`config.mk`:
```
export PLATFORM = sky130hd
export DESIGN_NAME = hall_key_note_tracker
export DESIGN_NICKNAME = d
export VERILOG_FILES = /design/src/hw/rtl/hkn_pkg.sv /design/src/hw/rtl/hkn_state.sv /design/src/hw/rtl/hkn_eval.sv /design/src/hw/rtl/hall_key_note_tracker.sv
export SDC_FILE = /design/constraint.sdc
export NUM_CORES = 1
export LEC_CHECK = 0
export BUFFER_PORTS_ARGS = -buffer_cell sky130_fd_sc_hd__buf_2
export CAP_MARGIN = 20
export CORE_MARGIN = 2
export CORE_UTILIZATION = 35
export DETAILED_ROUTE_END_ITERATION = 16
export PLACE_DENSITY = 0.53
export SKIP_LAST_GASP = 1
export SYNTH_ARGS = -nofsm -noshare
export SYNTH_HDL_FRONTEND = slang
export SYNTH_HIERARCHICAL = 1
export SYNTH_SLANG_ARGS = --single-unit
```
`constraint.sdc`:
```
create_clock -name aclk -period 7.25 [get_ports aclk]
set_input_delay 2.175 -clock aclk [delete_from_list [all_inputs] [get_ports aclk]]
set_output_delay 2.175 -clock aclk [all_outputs]
set_load 0.03 [all_outputs]
```
`src/hw/rtl/hkn_pkg.sv`:
```
package hkn_pkg;

    localparam int NUM_KEYS_DEF  = 40;
    localparam int KEY_W         = 6;
    localparam int READ_W        = 16;
    localparam int NOTE_W        = 7;
    localparam int VEL_W         = 7;
    localparam int CHAN_W        = 4;
    localparam int TALLY_W       = 7;
    localparam int INTEN_W       = 11;
    localparam int CFG_ADDR_W    = 2;
    localparam int CFG_DATA_W    = 16;

    localparam logic [TALLY_W-1:0] TALLY_MAX     = 7'd64;
    localparam logic [INTEN_W-1:0] INTENSITY_MAX = 11'd1024;
    localparam logic [VEL_W-1:0]   VEL_SCALE     = 7'd126;
    localparam int                 VEL_SHIFT     = 10;
    localparam logic [READ_W-1:0]  READ_MAX      = 16'hFFFF;

    localparam logic [READ_W-1:0]  PRESS_RST     = 16'd0;
    localparam logic [READ_W-1:0]  RELEASE_RST   = 16'hFFFF;
    localparam logic [VEL_W-1:0]   TABLE_VEL_RST = 7'd100;
    localparam logic [CHAN_W-1:0]  CHANNEL_RST   = 4'd0;

    typedef enum logic [1:0] {
        KIND_SAMPLE  = 2'd0,
        KIND_REEVAL  = 2'd1,
        KIND_SILENCE = 2'd2
    } kind_t;

    typedef enum logic [1:0] {
        DIR_NEUTRAL = 2'd0,
        DIR_PUSH    = 2'd1,
        DIR_PULL    = 2'd2
    } dir_t;

    typedef enum logic [1:0] {
        EV_NONE = 2'd0,
        EV_ON   = 2'd1,
        EV_OFF  = 2'd2
    } event_t;

    typedef enum logic [CFG_ADDR_W-1:0] {
        CFG_PRESS     = 2'd0,
        CFG_RELEASE   = 2'd1,
        CFG_TABLE_VEL = 2'd2,
        CFG_CHANNEL   = 2'd3
    } cfg_index_t;

    typedef struct packed {
        logic [1:0]         kind;
        logic [KEY_W-1:0]   key;
        logic [READ_W-1:0]  reading;
        logic               frame_start;
        logic               wing_known;
        logic [1:0]         bellows;
        logic               table_mode;
        logic [INTEN_W-1:0] intensity;
        logic [NOTE_W-1:0]  push_note;
        logic               push_has_note;
        logic [NOTE_W-1:0]  pull_note;
        logic               pull_has_note;
    } in_beat_t;

    typedef struct packed {
        logic [1:0]         note_event;
        logic [CHAN_W-1:0]  channel;
        logic [NOTE_W-1:0]  pitch;
        logic [VEL_W-1:0]   velocity;
        logic [TALLY_W-1:0] held_count;
    } out_beat_t;

    typedef struct packed {
        logic [READ_W-1:0] press_level;
        logic [READ_W-1:0] release_level;
        logic [VEL_W-1:0]  table_velocity;
        logic [CHAN_W-1:0] midi_channel;
    } cfg_t;

    typedef struct packed {
        logic [READ_W-1:0] lowest;
        logic              down;
        logic              sounding;
        logic [NOTE_W-1:0] pitch;
    } key_state_t;

    typedef struct packed {
        logic              we;
        logic [KEY_W-1:0]  key;
        logic [READ_W-1:0] lowest;
        logic              down;
        logic              sounding;
        logic [NOTE_W-1:0] pitch;
    } key_update_t;

endpackage

```
`src/hw/rtl/hkn_state.sv`:
```
module hkn_state #(
    parameter int NUM_KEYS = hkn_pkg::NUM_KEYS_DEF
) (
    input  logic                        aclk,
    input  logic                        aresetn,
    input  logic                        rd_en,
    input  logic [hkn_pkg::KEY_W-1:0]   rd_key,
    input  logic [hkn_pkg::KEY_W-1:0]   cur_key,
    input  logic                        commit,
    input  hkn_pkg::key_update_t        upd,
    output hkn_pkg::key_state_t         cur_state
);

    localparam int IDX_W = (NUM_KEYS > 1) ? $clog2(NUM_KEYS) : 1;

    logic [hkn_pkg::READ_W-1:0] low_mem   [NUM_KEYS];
    logic [hkn_pkg::NOTE_W-1:0] pitch_mem [NUM_KEYS];

    logic [hkn_pkg::READ_W-1:0] rd_low_reg;
    logic [hkn_pkg::NOTE_W-1:0] rd_pitch_reg;

    logic [NUM_KEYS-1:0] low_valid_reg;
    logic [NUM_KEYS-1:0] sounding_reg;
    logic [NUM_KEYS-1:0] down_reg;

    logic             wr;
    logic             fwd;
    logic [IDX_W-1:0] widx;
    logic [IDX_W-1:0] ridx;
    logic [IDX_W-1:0] cidx;

    assign wr   = commit && upd.we;
    assign fwd  = wr && (upd.key == rd_key);
    assign widx = upd.key[IDX_W-1:0];
    assign ridx = rd_key[IDX_W-1:0];
    assign cidx = cur_key[IDX_W-1:0];

    always_ff @(posedge aclk) begin
        if (wr) begin
            low_mem[widx]   <= upd.lowest;
            pitch_mem[widx] <= upd.pitch;
        end
        if (rd_en) begin
            // same-edge write bypass
            rd_low_reg   <= fwd ? upd.lowest : low_mem[ridx];
            rd_pitch_reg <= fwd ? upd.pitch  : pitch_mem[ridx];
        end
    end

    always_ff @(posedge aclk) begin
        if (!aresetn) begin
            low_valid_reg <= '0;
            sounding_reg  <= '0;
            down_reg      <= '0;
        end else if (wr) begin
            low_valid_reg[widx] <= 1'b1;
            sounding_reg[widx]  <= upd.sounding;
            down_reg[widx]      <= upd.down;
        end
    end

    always_comb begin
        cur_state.lowest   = low_valid_reg[cidx] ? rd_low_reg : hkn_pkg::READ_MAX;
        cur_state.down     = down_reg[cidx];
        cur_state.sounding = sounding_reg[cidx];
        cur_state.pitch    = rd_pitch_reg;
    end

endmodule

```
`src/hw/rtl/hkn_eval.sv`:
```
module hkn_eval #(
    parameter int NUM_KEYS = hkn_pkg::NUM_KEYS_DEF
) (
    input  hkn_pkg::in_beat_t             item,
    input  hkn_pkg::key_state_t           ks,
    input  hkn_pkg::cfg_t                 cfg,
    input  logic [hkn_pkg::TALLY_W-1:0]   tally,
    output hkn_pkg::out_beat_t            result,
    output hkn_pkg::key_update_t          upd,
    output logic [hkn_pkg::TALLY_W-1:0]   tally_next
);

    localparam int PROD_W = hkn_pkg::INTEN_W + hkn_pkg::VEL_W;

    logic                         key_ok;
    logic [1:0]                   dir;
    logic                         has_note;
    logic [hkn_pkg::NOTE_W-1:0]   sel_note;
    logic                         can_on;
    logic [hkn_pkg::INTEN_W-1:0]  inten_sat;
    logic [PROD_W-1:0]            prod;
    logic [hkn_pkg::VEL_W-1:0]    vel_on;
    logic [hkn_pkg::READ_W-1:0]   low_new;
    logic [hkn_pkg::TALLY_W-1:0]  tally0;
    logic                         do_on;
    logic                         do_off;

    assign key_ok = int'(item.key) < NUM_KEYS;

    always_comb begin
        if (item.table_mode) begin
            dir = hkn_pkg::DIR_PULL;
        end else if (item.bellows == 2'd3) begin
            dir = hkn_pkg::DIR_NEUTRAL;
        end else begin
            dir = item.bellows;
        end
    end

    assign has_note  = (dir == hkn_pkg::DIR_PUSH) ? item.push_has_note : item.pull_has_note;
    assign sel_note  = (dir == hkn_pkg::DIR_PUSH) ? item.push_note : item.pull_note;
    assign can_on    = !ks.sounding && (dir != hkn_pkg::DIR_NEUTRAL)
                       && item.wing_known && has_note;

    assign inten_sat = (item.intensity > hkn_pkg::INTENSITY_MAX) ? hkn_pkg::INTENSITY_MAX
                                                                 : item.intensity;
    assign prod      = PROD_W'(inten_sat) * PROD_W'(hkn_pkg::VEL_SCALE);
    assign vel_on    = item.table_mode ? cfg.table_velocity
                     : hkn_pkg::VEL_W'(1) + prod[hkn_pkg::VEL_SHIFT +: hkn_pkg::VEL_W];

    assign low_new   = (item.reading < ks.lowest) ? item.reading : ks.lowest;
    assign tally0    = item.frame_start ? '0 : tally;

    always_comb begin
        upd.we       = 1'b0;
        upd.key      = item.key;
        upd.lowest   = ks.lowest;
        upd.down     = ks.down;
        upd.sounding = ks.sounding;
        upd.pitch    = ks.pitch;
        tally_next   = tally;
        do_on        = 1'b0;
        do_off       = 1'b0;

        case (item.kind)
            hkn_pkg::KIND_SAMPLE: begin
                if (item.wing_known) begin
                    tally_next = tally0;
                    if (key_ok) begin
                        upd.we     = 1'b1;
                        upd.lowest = low_new;
                        if (low_new != '0) begin
                            if (!ks.down && item.reading <= cfg.press_level) begin
                                upd.down = 1'b1;
                                do_on    = can_on;
                            end else if (ks.down && item.reading >= cfg.release_level) begin
                                upd.down = 1'b0;
                                do_off   = ks.sounding;
                            end
                            if (item.push_has_note && upd.down
                                && tally0 < hkn_pkg::TALLY_MAX) begin
                                tally_next = tally0 + hkn_pkg::TALLY_W'(1);
                            end
                        end
                    end
                end
            end
            hkn_pkg::KIND_REEVAL: begin
                if (key_ok) begin
                    upd.we = 1'b1;
                    if (dir == hkn_pkg::DIR_NEUTRAL) begin
                        do_off = ks.sounding;
                    end else if (ks.down) begin
                        do_on = can_on;
                    end
                end
            end
            hkn_pkg::KIND_SILENCE: begin
                if (key_ok) begin
                    upd.we     = 1'b1;
                    upd.down   = 1'b0;
                    tally_next = '0;
                    do_off     = ks.sounding;
                end
            end
            default: begin
            end
        endcase

        if (do_on) begin
            upd.sounding = 1'b1;
            upd.pitch    = sel_note;
        end else if (do_off) begin
            upd.sounding = 1'b0;
        end

        result.channel    = cfg.midi_channel;
        result.held_count = tally_next;
        if (do_on) begin
            result.note_event = hkn_pkg::EV_ON;
            result.pitch      = sel_note;
            result.velocity   = vel_on;
        end else if (do_off) begin
            result.note_event = hkn_pkg::EV_OFF;
            result.pitch      = ks.pitch;
            result.velocity   = '0;
        end else begin
            result.note_event = hkn_pkg::EV_NONE;
            result.pitch      = '0;
            result.velocity   = '0;
        end
    end

endmodule

```
`src/hw/rtl/hall_key_note_tracker.sv`:
```
// Channel   Ports                                  Dir   Notes
// s_        s_valid s_ready s_data (in_beat_t)    in    one key item per beat
// m_        m_valid m_ready m_data (out_beat_t)   out   one result per item
// cfg_      cfg_we cfg_index cfg_data             in    register write, no wait
//
// An input beat passes the input register, with the key memory read, and then
// evaluation into the output register. One item per cycle sustained while m_ready holds.
// A held result stalls the input register only when both are full.
// Reset (synchronous, active low) clears handshake, tally and per-key flags.
module hall_key_note_tracker #(
    parameter int NUM_KEYS = hkn_pkg::NUM_KEYS_DEF
) (
    input  logic                              aclk,
    input  logic                              aresetn,
    input  logic                              s_valid,
    output logic                              s_ready,
    input  hkn_pkg::in_beat_t                 s_data,
    output logic                              m_valid,
    input  logic                              m_ready,
    output hkn_pkg::out_beat_t                m_data,
    input  logic                              cfg_we,
    input  logic [hkn_pkg::CFG_ADDR_W-1:0]    cfg_index,
    input  logic [hkn_pkg::CFG_DATA_W-1:0]    cfg_data
);

    hkn_pkg::in_beat_t            in_reg;
    logic                         in_valid_reg;
    hkn_pkg::out_beat_t           out_reg;
    logic                         out_valid_reg;
    logic [hkn_pkg::TALLY_W-1:0]  tally_reg;
    logic [hkn_pkg::TALLY_W-1:0]  tally_next;
    hkn_pkg::cfg_t                cfg_reg;

    logic                         advance;
    logic                         commit;
    logic                         accept;
    hkn_pkg::key_state_t          ks;
    hkn_pkg::key_update_t         upd;
    hkn_pkg::out_beat_t           result;

    assign advance = !out_valid_reg || m_ready;
    assign commit  = in_valid_reg && advance;
    assign s_ready = !in_valid_reg || advance;
    assign accept  = s_valid && s_ready;
    assign m_valid = out_valid_reg;
    assign m_data  = out_reg;

    hkn_state #(.NUM_KEYS(NUM_KEYS)) u_state (
        .aclk      (aclk),
        .aresetn   (aresetn),
        .rd_en     (accept),
        .rd_key    (s_data.key),
        .cur_key   (in_reg.key),
        .commit    (commit),
        .upd       (upd),
        .cur_state (ks)
    );

    hkn_eval #(.NUM_KEYS(NUM_KEYS)) u_eval (
        .item       (in_reg),
        .ks         (ks),
        .cfg        (cfg_reg),
        .tally      (tally_reg),
        .result     (result),
        .upd        (upd),
        .tally_next (tally_next)
    );

    always_ff @(posedge aclk) begin
        if (accept) begin
            in_reg <= s_data;
        end
        if (commit) begin
            out_reg <= result;
        end
    end

    always_ff @(posedge aclk) begin
        if (!aresetn) begin
            in_valid_reg  <= 1'b0;
            out_valid_reg <= 1'b0;
            tally_reg     <= '0;
        end else begin
            if (accept) begin
                in_valid_reg <= 1'b1;
            end else if (commit) begin
                in_valid_reg <= 1'b0;
            end
            if (commit) begin
                out_valid_reg <= 1'b1;
                tally_reg     <= tally_next;
            end else if (m_ready) begin
                out_valid_reg <= 1'b0;
            end
        end
    end

    always_ff @(posedge aclk) begin
        if (!aresetn) begin
            cfg_reg.press_level    <= hkn_pkg::PRESS_RST;
            cfg_reg.release_level  <= hkn_pkg::RELEASE_RST;
            cfg_reg.table_velocity <= hkn_pkg::TABLE_VEL_RST;
            cfg_reg.midi_channel   <= hkn_pkg::CHANNEL_RST;
        end else if (cfg_we) begin
            unique case (cfg_index)
                hkn_pkg::CFG_PRESS:     cfg_reg.press_level    <= cfg_data;
                hkn_pkg::CFG_RELEASE:   cfg_reg.release_level  <= cfg_data;
                hkn_pkg::CFG_TABLE_VEL: cfg_reg.table_velocity <= cfg_data[hkn_pkg::VEL_W-1:0];
                hkn_pkg::CFG_CHANNEL:   cfg_reg.midi_channel   <= cfg_data[hkn_pkg::CHAN_W-1:0];
                default: begin
                end
            endcase
        end
    end

    a_tally_bound: assert property (@(posedge aclk) disable iff (!aresetn)
        tally_reg <= hkn_pkg::TALLY_MAX)
        else $error("held tally above limit");

    a_off_velocity: assert property (@(posedge aclk) disable iff (!aresetn)
        m_valid && (m_data.note_event == hkn_pkg::EV_OFF) |-> m_data.velocity == '0)
        else $error("note off with nonzero velocity");

    a_quiet_zero: assert property (@(posedge aclk) disable iff (!aresetn)
        m_valid && (m_data.note_event == hkn_pkg::EV_NONE)
        |-> (m_data.pitch == '0) && (m_data.velocity == '0))
        else $error("quiet result carries pitch or velocity");

    a_silence_clear: assert property (@(posedge aclk) disable iff (!aresetn)
        commit && (in_reg.kind == hkn_pkg::KIND_SILENCE) && (int'(in_reg.key) < NUM_KEYS)
        |=> tally_reg == '0)
        else $error("silence left tally set");

    a_count_match: assert property (@(posedge aclk) disable iff (!aresetn)
        commit |=> m_data.held_count == tally_reg)
        else $error("reported count differs from tally");

endmodule

```
==> flow_summary_export.csv, run 1 <==
group,metric,value,unit
power_and_ir_drop,ir_drop,0.225,mV
sta,fmax,161,MHz
yosys,async_flop_share,0,%
detailed_routing,routedWlPerCell,25.4,µm
floorplanning,die_h,382,µm
yosys,yosysUniqueCellTypes,86,
worst_setup_path,critPathLaunchType,"flip-flop",
yosys,synth_seq_cells,1198,
floorplanning,fp.coreArea,142000,µm²
sta,period_share,85.8,%
power_and_ir_drop,leakage,18.7,nW
yosys,yosysWarningCount,6,
power_and_ir_drop,powerDensity,271,nW/µm²
detailed_routing,final_antenna_net_count,0,
sta,setup_tns,0,ps
placement,place_inst,4862,
sta,rsz0062_at_grt,"false",
worst_hold_path,min_from,"cfg_reg[3]$_SDFFE_PN0P_",
grt,grt_pass1_wl,189,mm
worst_setup_path,cp.arrival,6710,ps
clock_network,root_buffer,"clkbuf_16",
grt,grt_pass1_vias,27100,
clock_network,cts_buffers,131,
power_and_ir_drop,finalPower,0.0156,W
clock_network,clkSlewWorstSetupHoldPaths,60,ps
sta,hold_viol,0,
sta,setup_viol,0,
sta,finalMaxSlewViolations,0,
status,status,"finished, final reports clean",
layout,fin_cells,5100,
placement,dpl.hpwl,77.4,mm
grt,antenna_found_initial,8,
detailed_routing,wirelength,130,mm
layout,antenna_cells,0,
placement,place.gp.congestion,0.801,
layout,layout.nets,3283,
yosys,synthesis.nets,3124,
worst_setup_path,reg2reg_from,"in_reg[49]$_DFFE_PP_",
grt,grt.total_usage,17.7,%
job,max-cap-violations,0,
worst_setup_path,end_kind,"flip-flop",
floorplanning,dieWidth,382,µm
detailed_routing,drt_pre_antenna_iters,5,
sta,maxSlewHeadroom,21.1,%
clock_network,cts_tree,"built",
yosys,syn_inst,2946,
detailed_routing,vias,27100,
floorplanning,start_util,35.3,%
layout,drive_above_1_share,24.4,%
clock_network,ctsHoldBuffers,0,
worst_setup_path,startpoint,"in_reg[49]$_DFFE_PP_",
layout,nFillCells,12900,
placement,place_ws,1080,ps
yosys,avgSynthCellArea,16.9,µm²
floorplanning,rows,138,
clock_network,clock_latency,760,ps
sta,tightest_slew,1150,ps
detailed_routing,drt_iter0_drc,2538,
yosys,seq_area_frac_synth,68.6,%
clock_network,clock_sinks,1198,
worst_setup_path,reg2reg_slack,1030,ps
yosys,ys.flop_type,"edfxtp_1",
sta,hold_ws,426,ps
sta,fin_worst_skew,53.4,ps
sta,fin_crit,6220,ps
grt,grt_max_degree,196,
layout,area_delta_synth_final,14.9,%
worst_setup_path,worstPathRequired,7740,ps
worst_setup_path,crit_path_max_fanout,40,
clock_network,cts_setup_buffers,0,
clock_network,cts_resized,0,
detailed_routing,vias_per_cell,5.31,
clock_network,cts.htree.levels,4,
detailed_routing,drc,0,
clock_network,cts.path.max_buffers,3,
worst_hold_path,min_path_type,"reg -> reg",
yosys,syn-cell-area,49900,µm²
worst_setup_path,worstSetupPathType,"reg -> reg",
floorplanning,dieArea,146000,µm²
yosys,synth-edff-count,1026,
floorplanning,io_pins,108,
placement,io_buffers,107,
layout,largest_reg_flops,640,
sta,worst_slack,1030,ps
grt,grt_overflow,0,
-- area by class of cell --
type                       count  area (µm²)  share of cell area (%)
sequential                  1198       34300                    59.7
clock inverter                83         821                    1.43
multi-input combinational   1462       14700                    25.6
tap                         1890        2360                    4.12
timing repair buffer         201        1370                    2.38
inverter                     111         417                   0.727
clock buffer                 155        3440                    6.00
-- power breakdown --
part	total, W	internal [W]	switching (W)
Sequential	0.00760	0.00756	0.0000441
Clock	0.00662	0.00382	0.00280
Combinational	0.00134	0.000522	0.000817
-- critical path: stages, from the launching register on --
cell and delay [ps]:
edfxtp_1 1000, mux4_2 410, mux2i_1 330, a221oi_1 180, o21ai_1 220, buf_4 240, or2_1 170, inv_1 50
ha_1 310, nand4_1 150, or3_1 390, o32a_1 310, nand2_1 200, mux2i_1 170, a21oi_2 800, nor2_1 160
a21o_1 220, buf_4 250, a221o_1 360
-- metrics by stage --
step | util [%] | cell area (µm²)
after floorplan | - | 49900
after global placement | 37.5 | 53100
after detailed placement | 37.5 | 53100
after CTS | 40.5 | 57300
after global routing | 40.5 | 57300
final | 40.5 | 57300
-- cell families (layout without fill, tap and decap cells) --
group,count (synthesis),after routing,synth area share (%)
multiplexers,408,408,14.4
buffers and inverters,286,550,2.63
XOR/XNOR,20,20,0.378
adder cells (fa/ha/maj),99,99,2.84
AND/OR/NAND/NOR,509,509,5.02
flip-flops,1198,1198,68.6
other,1,1,0.00751
AO/OA/AOI/OAI,425,425,6.11
-- placed cells by master, fill, tap and decap left out, types with 12 or more instances in the layout --
| cell | n |
|---|---|
| edfxtp_1 | 1026 |
| mux4_2 | 243 |
| nand2_1 | 186 |
| dfxtp_1 | 172 |
| clkbuf_16 | 134 |
| mux2i_1 | 110 |
| inv_1 | 108 |
| buf_2 | 103 |
| o21ai_0 | 91 |
| buf_4 | 88 |
| ha_1 | 75 |
| nand3_1 | 67 |
| mux2_2 | 54 |
| nor2_1 | 53 |
| a21boi_0 | 50 |
| o21a_1 | 44 |
| o22ai_1 | 41 |
| nor2b_1 | 39 |
| clkinv_1 | 33 |
| a21oi_1 | 26 |
| a221o_1 | 24 |
| fa_1 | 24 |
| a21boi_1 | 24 |
| clkinv_2 | 23 |
| a21o_1 | 22 |
| clkbuf_1 | 20 |
| nand4_1 | 20 |
| nor2_4 | 20 |
| nor2_2 | 18 |
| a2111oi_0 | 16 |
| xnor2_1 | 15 |
| nor4_1 | 15 |
| a2111oi_1 | 12 |
-- path summary, 6_finish.rpt --
path	cells past startpoint	to
setup / recovery	18	u_state/rd_pitch_reg[1]$_DFFE_PP_
hold / removal	0	m_data[24]$_DFFE_PP_
setup reg to reg	18	u_state/rd_pitch_reg[1]$_DFFE_PP_
hold reg to reg	0	m_data[24]$_DFFE_PP_
-- layer usage --
layer | vias to the layer above | global-route usage, % | share of wire (%)
li1 | 12000 | - | -
met1 | 14200 | 24.8 | 44
met2 | 790 | 28.6 | 48
met3 | 158 | 3.17 | 5.8
met4 | 4 | 4.53 | 1.9
met5 | - | 0 | 0.016
-- synth_stat cells, drive strengths merged (4+ instances only) --
| master | count | area share, % |
|---|---|---|
| edfxtp | 1026 | 62 |
| mux4 | 243 | 11 |
| nand2 | 186 | 1.4 |
| dfxtp | 172 | 6.9 |
| inv | 110 | 0.83 |
| mux2i | 110 | 2.2 |
| o21ai | 107 | 1.1 |
| nor2 | 91 | 0.68 |
| buf | 89 | 1.1 |
| clkbuf | 86 | 0.65 |
| ha | 75 | 1.9 |
| a21boi | 74 | 1.1 |
| nand3 | 71 | 0.75 |
| mux2 | 55 | 1.2 |
| o21a | 44 | 0.66 |
| nor2b | 41 | 0.51 |
| o22ai | 41 | 0.51 |
| a2111oi | 38 | 0.76 |
| a21oi | 28 | 0.28 |
| a221o | 24 | 0.48 |
| fa | 24 | 0.96 |
| a21o | 22 | 0.33 |
| or2 | 22 | 0.28 |
| nand4 | 20 | 0.25 |
| nor4 | 17 | 0.26 |
| xnor2 | 15 | 0.26 |
| nand3b | 11 | 0.17 |
| nor3 | 11 | 0.11 |
| a211oi | 8 | 0.12 |
| or3b | 8 | 0.15 |
| nor3b | 6 | 0.090 |
| a22oi | 5 | 0.075 |
| and3 | 5 | 0.063 |
| nand2b | 5 | 0.063 |
| and2 | 4 | 0.050 |
| o31ai | 4 | 0.060 |
| xor2 | 4 | 0.070 |
(Power assumes the default switching activity.)
==> run 2: changes to the inputs <==
--- a/config.mk
+++ b/config.mk
@@ -9,7 +9,9 @@
 export CAP_MARGIN = 20
 export CORE_MARGIN = 2
 export CORE_UTILIZATION = 35
+export CTS_BUF_LIST = sky130_fd_sc_hd__clkbuf_2 sky130_fd_sc_hd__clkbuf_4 sky130_fd_sc_hd__clkbuf_8
 export DETAILED_ROUTE_END_ITERATION = 16
+export MAX_ROUTING_LAYER = met4
 export PLACE_DENSITY = 0.53
 export SKIP_LAST_GASP = 1
 export SYNTH_ARGS = -nofsm -noshare
==> run 2 against run 1 <==
Register-to-register slack improved by 60 ps; flip-flop and latch count did not move; critical path depth did not move; count of clock-buffer cells in the layout increased by 128; die area stayed put; power shrank 4.9%; clock skew up 10 ps; setup slack improved by 59 ps; critical endpoint is now u_state/rd_pitch_reg[3]$_DFFE_PP_; highest routed layer is now met4.
==> flow_summary_export.csv, run 2 (same netlist as run 1, synthesis figures left out) <==
group,metric,value,unit
detailed_routing,vias_per_cell,5.25,
sta,fmax,162,MHz
sta,tightest_slew,1140,ps
floorplanning,dieWidth,382,µm
detailed_routing,wirelength,131,mm
sta,hold_viol,0,
layout,fin_area,57000,µm²
sta,setup_tns,0,ps
clock_network,clock_latency,890,ps
grt,grt_max_degree,196,
sta,fin_worst_skew,63.6,ps
layout,largest_reg_flops,640,
floorplanning,rows,138,
floorplanning,dieArea,146000,µm²
worst_setup_path,worstPathRequired,7860,ps
worst_setup_path,r2r-end,"u_state/rd_pitch_reg[3]$_DFFE_PP_",
worst_setup_path,reg2reg_from,"in_reg[49]$_DFFE_PP_",
clock_network,cts_buffers,195,
worst_setup_path,critPathLaunchType,"flip-flop",
sta,fin_crit,6160,ps
grt,grt_overflow,0,
sta,finalMaxSlewViolations,0,
clock_network,clock_sinks,1198,
detailed_routing,route.met3.wl,7.70,mm
detailed_routing,drt_pre_antenna_iters,5,
power_and_ir_drop,leakage,18.7,nW
power_and_ir_drop,powerDensity,260,nW/µm²
placement,placed_area,53100,µm²
status,status,"finished, final reports clean",
worst_setup_path,end_kind,"flip-flop",
grt,antenna_found_initial,9,
placement,io_buffers,107,
worst_hold_path,min_path_type,"reg -> reg",
clock_network,cts.path.max_buffers,3,
worst_setup_path,cp.arrival,6770,ps
detailed_routing,drt_iter0_drc,2407,
worst_hold_path,min_from,"cfg_reg[0]$_SDFFE_PN0P_",
worst_setup_path,worstSetupPathType,"reg -> reg",
grt,grt_pass1_vias,27700,
placement,place.gp.congestion,0.812,
layout,final_cell_mix,"1026 x edfxtp_1, 243 x mux4_2, 210 x clkbuf_8",
sta,worst_slack,1090,ps
job,max-cap-violations,0,
clock_network,cts_resized,0,
worst_setup_path,reg2reg_slack,1090,ps
floorplanning,start_util,35.3,%
worst_hold_path,hold_end,"m_data[21]$_DFFE_PP_",
floorplanning,die_h,382,µm
worst_hold_path,holdPathStages,0,
detailed_routing,m1WireLength,57.5,mm
power_and_ir_drop,ir_drop,0.180,mV
clock_network,root_buffer,"clkbuf_8",
sta,maxSlewHeadroom,22.2,%
detailed_routing,wl_met2,62.8,mm
grt,grt_pass1_wl,190,mm
worst_setup_path,reg2reg_depth,18,
floorplanning,fp.coreArea,142000,µm²
layout,layout.nets,3347,
layout,area_delta_synth_final,14.1,%
sta,rsz0062_at_grt,"false",
floorplanning,io_pins,108,
placement,place_ws,1080,ps
layout,fin_util,40.2,%
clock_network,ctsHoldBuffers,0,
clock_network,cts.htree.levels,4,
clock_network,cts_setup_buffers,0,
detailed_routing,vias,27400,
clock_network,cts_tree,"built",
worst_setup_path,crit_path_max_fanout,41,
sta,period_share,84.9,%
detailed_routing,top_layer_used,"met4",
detailed_routing,drc,0,
sta,setup_viol,0,
layout,drive_above_1_share,27.3,%
detailed_routing,routedWlPerCell,25.0,µm
detailed_routing,final_antenna_net_count,0,
grt,grt.total_usage,18.4,%
clock_network,clkSlewWorstSetupHoldPaths,60,ps
sta,hold_ws,429,ps
placement,dpl.hpwl,77.4,mm
layout,layout_commonest_cell,"edfxtp_1",
run 2: cell types whose count changed in the layout (fill, tap and decap cells not counted), moves of 3 or more:
| cell | change |
|---|---|
| bufinv_16 | -8 |
| clkbuf_1 | -20 |
| clkbuf_16 | -134 |
| clkbuf_4 | +73 |
| clkbuf_8 | +209 |
| clkinv_1 | +8 |
| clkinv_2 | -7 |
| clkinv_8 | -4 |
| clkinvlp_4 | +3 |
| diode_2 | +4 |
| inv_16 | -3 |
run 2: final cells by class:
cell class | instances | area, µm²
diodes | 4 | 10.0
clock buffers | 283 | 3440
clock inverters | 70 | 454
fillers | 13000 | 84600
inverters | 111 | 417
multi-input cells | 1462 | 14700
flip-flops and latches | 1198 | 34300
well taps | 1890 | 2360
repair buffers | 201 | 1370
run 2: critical path, stage by stage, from the launching register on:
cell	delay, ps
edfxtp_1	980
mux4_2	410
mux2i_1	320
a221oi_1	170
o21ai_1	220
buf_4	240
or2_1	170
inv_1	50
ha_1	310
nand4_1	150
or3_1	380
o32a_1	300
nand2_1	190
mux2i_1	170
a21oi_2	790
nor2_1	180
a21o_1	220
buf_4	240
a221o_1	350
run 2: where the power goes:
group / internal (W) / switching, W / total [W]
clock network: 0.00315 / 0.00270 / 0.00585
logic: 0.000522 / 0.000816 / 0.00134
registers: 0.00756 / 0.0000445 / 0.00760
total: 0.0112 / 0.00356 / 0.0148
run 2: how the worst max path moves through the flow:
stage,start,slack (ps),to
2_1_floorplan,in_reg[48]$_DFFE_PP_,1390,u_state/low_mem[0][0]$_DFFE_PP_
3_3_place_gp,in_reg[49]$_DFFE_PP_,1230,u_state/rd_pitch_reg[3]$_DFFE_PP_
3_5_place_dp,in_reg[49]$_DFFE_PP_,1080,u_state/rd_pitch_reg[3]$_DFFE_PP_
4_1_cts,in_reg[49]$_DFFE_PP_,1070,u_state/rd_pitch_reg[3]$_DFFE_PP_
5_1_grt,in_reg[49]$_DFFE_PP_,730,u_state/rd_pitch_reg[1]$_DFFE_PP_
6_report,in_reg[49]$_DFFE_PP_,1090,u_state/rd_pitch_reg[3]$_DFFE_PP_
run 2: metal layers:
layer / vias to the layer above / GRT usage, %
li1: 12100 / -
met4: 0 / 4.90
met2: 829 / 28.7
met1: 14300 / 24.7
met5: - / -
met3: 187 / 3.34
run 2: per-stage QoR:
step	power, W	cells
2_1_floorplan	0.00870	2946
3_3_place_gp	0.00910	4861
3_5_place_dp	0.00910	4862
4_1_cts	0.0150	5215
5_1_grt	0.0154	5218
6_report	0.0148	5219
==> run 3: changes to the inputs <==
==> constraint.sdc (replaced) <==
create_clock -name aclk -period 6.35 [get_ports aclk]
set_input_delay 1.905 -clock aclk [delete_from_list [all_inputs] [get_ports aclk]]
set_output_delay 1.905 -clock aclk [all_outputs]
set_load 0.03 [all_outputs]
==> run 3 against run 2 <==
Via count fell by 0.13%; critical path depth shrank 1; flip-flop and latch count did not move; register-to-register slack worse by 480 ps; sequential share of layout area is 0.37 points lower; wire length shrank 3.6%; sequential power rose by 14%; first-iteration DRC count shrank 16%; power increased by 15%; non-clock buffer count is 38 higher; critical endpoint is now m_data[12]$_DFFE_PP_; largest power group unchanged.
==> flow_summary_export.csv, run 3 (same netlist as run 1, synthesis figures left out) <==
group,metric,value,unit
status,status,"finished, final reports clean",
power_and_ir_drop,finalPower,0.0170,W
layout,drive_above_1_share,27.9,%
worst_hold_path,min_path_type,"reg -> reg",
layout,largest_reg_flops,640,
clock_network,cts.path.max_buffers,3,
clock_network,cts.htree.levels,4,
sta,maxSlewHeadroom,24.1,%
sta,rsz0062_at_grt,"false",
worst_hold_path,hold_end,"m_data[24]$_DFFE_PP_",
detailed_routing,drt_pre_antenna_iters,5,
clock_network,cts_setup_buffers,0,
sta,fin_crit,5730,ps
floorplanning,dieArea,146000,µm²
detailed_routing,wirelength,126,mm
worst_setup_path,reg2reg_depth,17,
worst_setup_path,reg2reg_slack,620,ps
detailed_routing,drc,0,
grt,grt_pass1_vias,27700,
detailed_routing,routedWlPerCell,23.9,µm
clock_network,ctsHoldBuffers,0,
job,max-cap-violations,0,
layout,layout_commonest_cell,"edfxtp_1",
sta,fin_worst_skew,63.4,ps
layout,layout.nets,3384,
placement,placed_area,53300,µm²
sta,setup_tns,0,ps
worst_setup_path,worst_path_most_repeated_cell,"inv_1",
worst_hold_path,min_from,"cfg_reg[3]$_SDFFE_PN0P_",
layout,final_cell_mix,"1026 x edfxtp_1, 243 x mux4_2, 199 x clkbuf_8",
worst_setup_path,critical_path.max_stage_delay,620,ps
floorplanning,die_h,382,µm
grt,antenna_found_initial,3,
power_and_ir_drop,ir_drop,0.221,mV
clock_network,clock_latency,920,ps
clock_network,clock_sinks,1198,
worst_setup_path,worstSetupPathType,"reg -> reg",
sta,finalMaxSlewViolations,0,
floorplanning,start_util,35.3,%
placement,dpl.hpwl,76.8,mm
placement,place.gp.congestion,0.812,
worst_hold_path,holdPathStages,0,
sta,fmax,174,MHz
worst_setup_path,path_cells,"nor2b_1, inv_1, fa_1, inv_1, fa_1, inv_1, fa_1, inv_1, ha_1, a21o_1, a21oi_1, o21ai_0, or3_4, a2111oi_4, a2bb2oi_2, a2111oi_1, a311o_1",
layout,nFillCells,12900,
detailed_routing,vias,27400,
worst_setup_path,slowest_stage,"fa_1",
grt,grt_overflow,0,
floorplanning,fp.coreArea,142000,µm²
grt,grt_pass1_wl,187,mm
floorplanning,io_pins,108,
sta,tightest_slew,1130,ps
worst_setup_path,crit_path_max_fanout,15,
grt,grt.total_usage,17.8,%
worst_setup_path,cp.arrival,6360,ps
sta,period_share,90.3,%
worst_setup_path,end_kind,"flip-flop",
sta,hold_viol,0,
power_and_ir_drop,leakage,18.9,nW
worst_setup_path,critPathLaunchType,"flip-flop",
grt,grt_max_degree,155,
power_and_ir_drop,powerDensity,297,nW/µm²
detailed_routing,drt_iter0_drc,2022,
placement,io_buffers,107,
sta,setup_viol,0,
clock_network,root_buffer,"clkbuf_8",
worst_setup_path,reg2reg_from,"in_reg[26]$_DFFE_PP_",
detailed_routing,final_antenna_net_count,0,
worst_setup_path,worstPathRequired,6980,ps
clock_network,clkSlewWorstSetupHoldPaths,60,ps
layout,area_delta_synth_final,14.8,%
floorplanning,rows,138,
worst_setup_path,r2r-end,"m_data[12]$_DFFE_PP_",
floorplanning,dieWidth,382,µm
detailed_routing,vias_per_cell,5.20,
clock_network,cts_tree,"built",
clock_network,cts_resized,0,
layout,fin_util,40.5,%
layout,fin_area,57300,µm²
clock_network,cts_buffers,194,
-- run 3: changes by cell type in the layout (fill, tap and decap cells not counted), sizes merged --
| cell | change |
|---|---|
| dlymetal6s2s | +1 |
| buf | +36 |
| clkbuf | -12 |
| inv | +7 |
| diode | -2 |
| clkinv | +7 |
| clkinvlp | -1 |
| bufinv | +4 |
-- run 3: layer usage --
layer  part of all wire, %  up-vias  GRT usage [%]  wire [µm]
met5                     0        -              -          0
met4                   1.8        0           5.07       2280
met3                   5.0      180           2.83       6350
met2                    47      708           27.2      59600
met1                    46    14300           24.7      57600
li1                      -    12200              -          -
-- run 3: worst max-delay path by stage --
stage,end,cells after the start,slack [ps],from
2_1_floorplan,u_state/low_mem[0][0]$_DFFE_PP_,16,490,in_reg[48]$_DFFE_PP_
3_5_place_dp,u_state/sounding_reg[20]$_SDFFE_PN0P_,20,320,in_reg[48]$_DFFE_PP_
4_1_cts,u_state/sounding_reg[20]$_SDFFE_PN0P_,20,270,in_reg[48]$_DFFE_PP_
3_3_place_gp,u_state/sounding_reg[18]$_SDFFE_PN0P_,20,360,in_reg[48]$_DFFE_PP_
5_1_grt,m_data[12]$_DFFE_PP_,17,230,in_reg[26]$_DFFE_PP_
6_report,m_data[12]$_DFFE_PP_,17,620,in_reg[26]$_DFFE_PP_
-- run 3: critical path, delay by kind of cell (launching register included) --
family | cells | cell delay (ps)
buffers and inverters | 4 | 320
DFF | 1 | 600
and+or+nand+nor | 2 | 730
adders and majority gates | 4 | 2030
AOI/OAI and AO/OA | 7 | 1810
-- run 3: layout make-up --
cell class | count | area (µm²) | area share, %
repair buffers | 239 | 1700 | 2.97
diodes | 2 | 5.00 | 0.00873
multi-input cells | 1462 | 14700 | 25.6
clock buffers | 270 | 3270 | 5.71
inverters | 111 | 417 | 0.727
well taps | 1890 | 2360 | 4.12
clock inverters | 87 | 663 | 1.16
flip-flops and latches | 1198 | 34300 | 59.7
-- run 3: through the flow --
stage               hold slack, ps  worst slack (ps)  std cells
floorplan                      430               491       2946
global placement               417               360       4892
detailed placement             417               323       4896
CTS                            431               273       5253
global route                   438               227       5258
finish                         427               616       5259
-- run 3: power breakdown --
part	internal, W	leakage [nW]	total [W]	switching (W)
registers	0.00863	10.2	0.00868	0.0000483
clock network	0.00365	2.08	0.00678	0.00313
logic	0.000614	6.57	0.00156	0.000946
total	0.0129	18.9	0.0170	0.00413
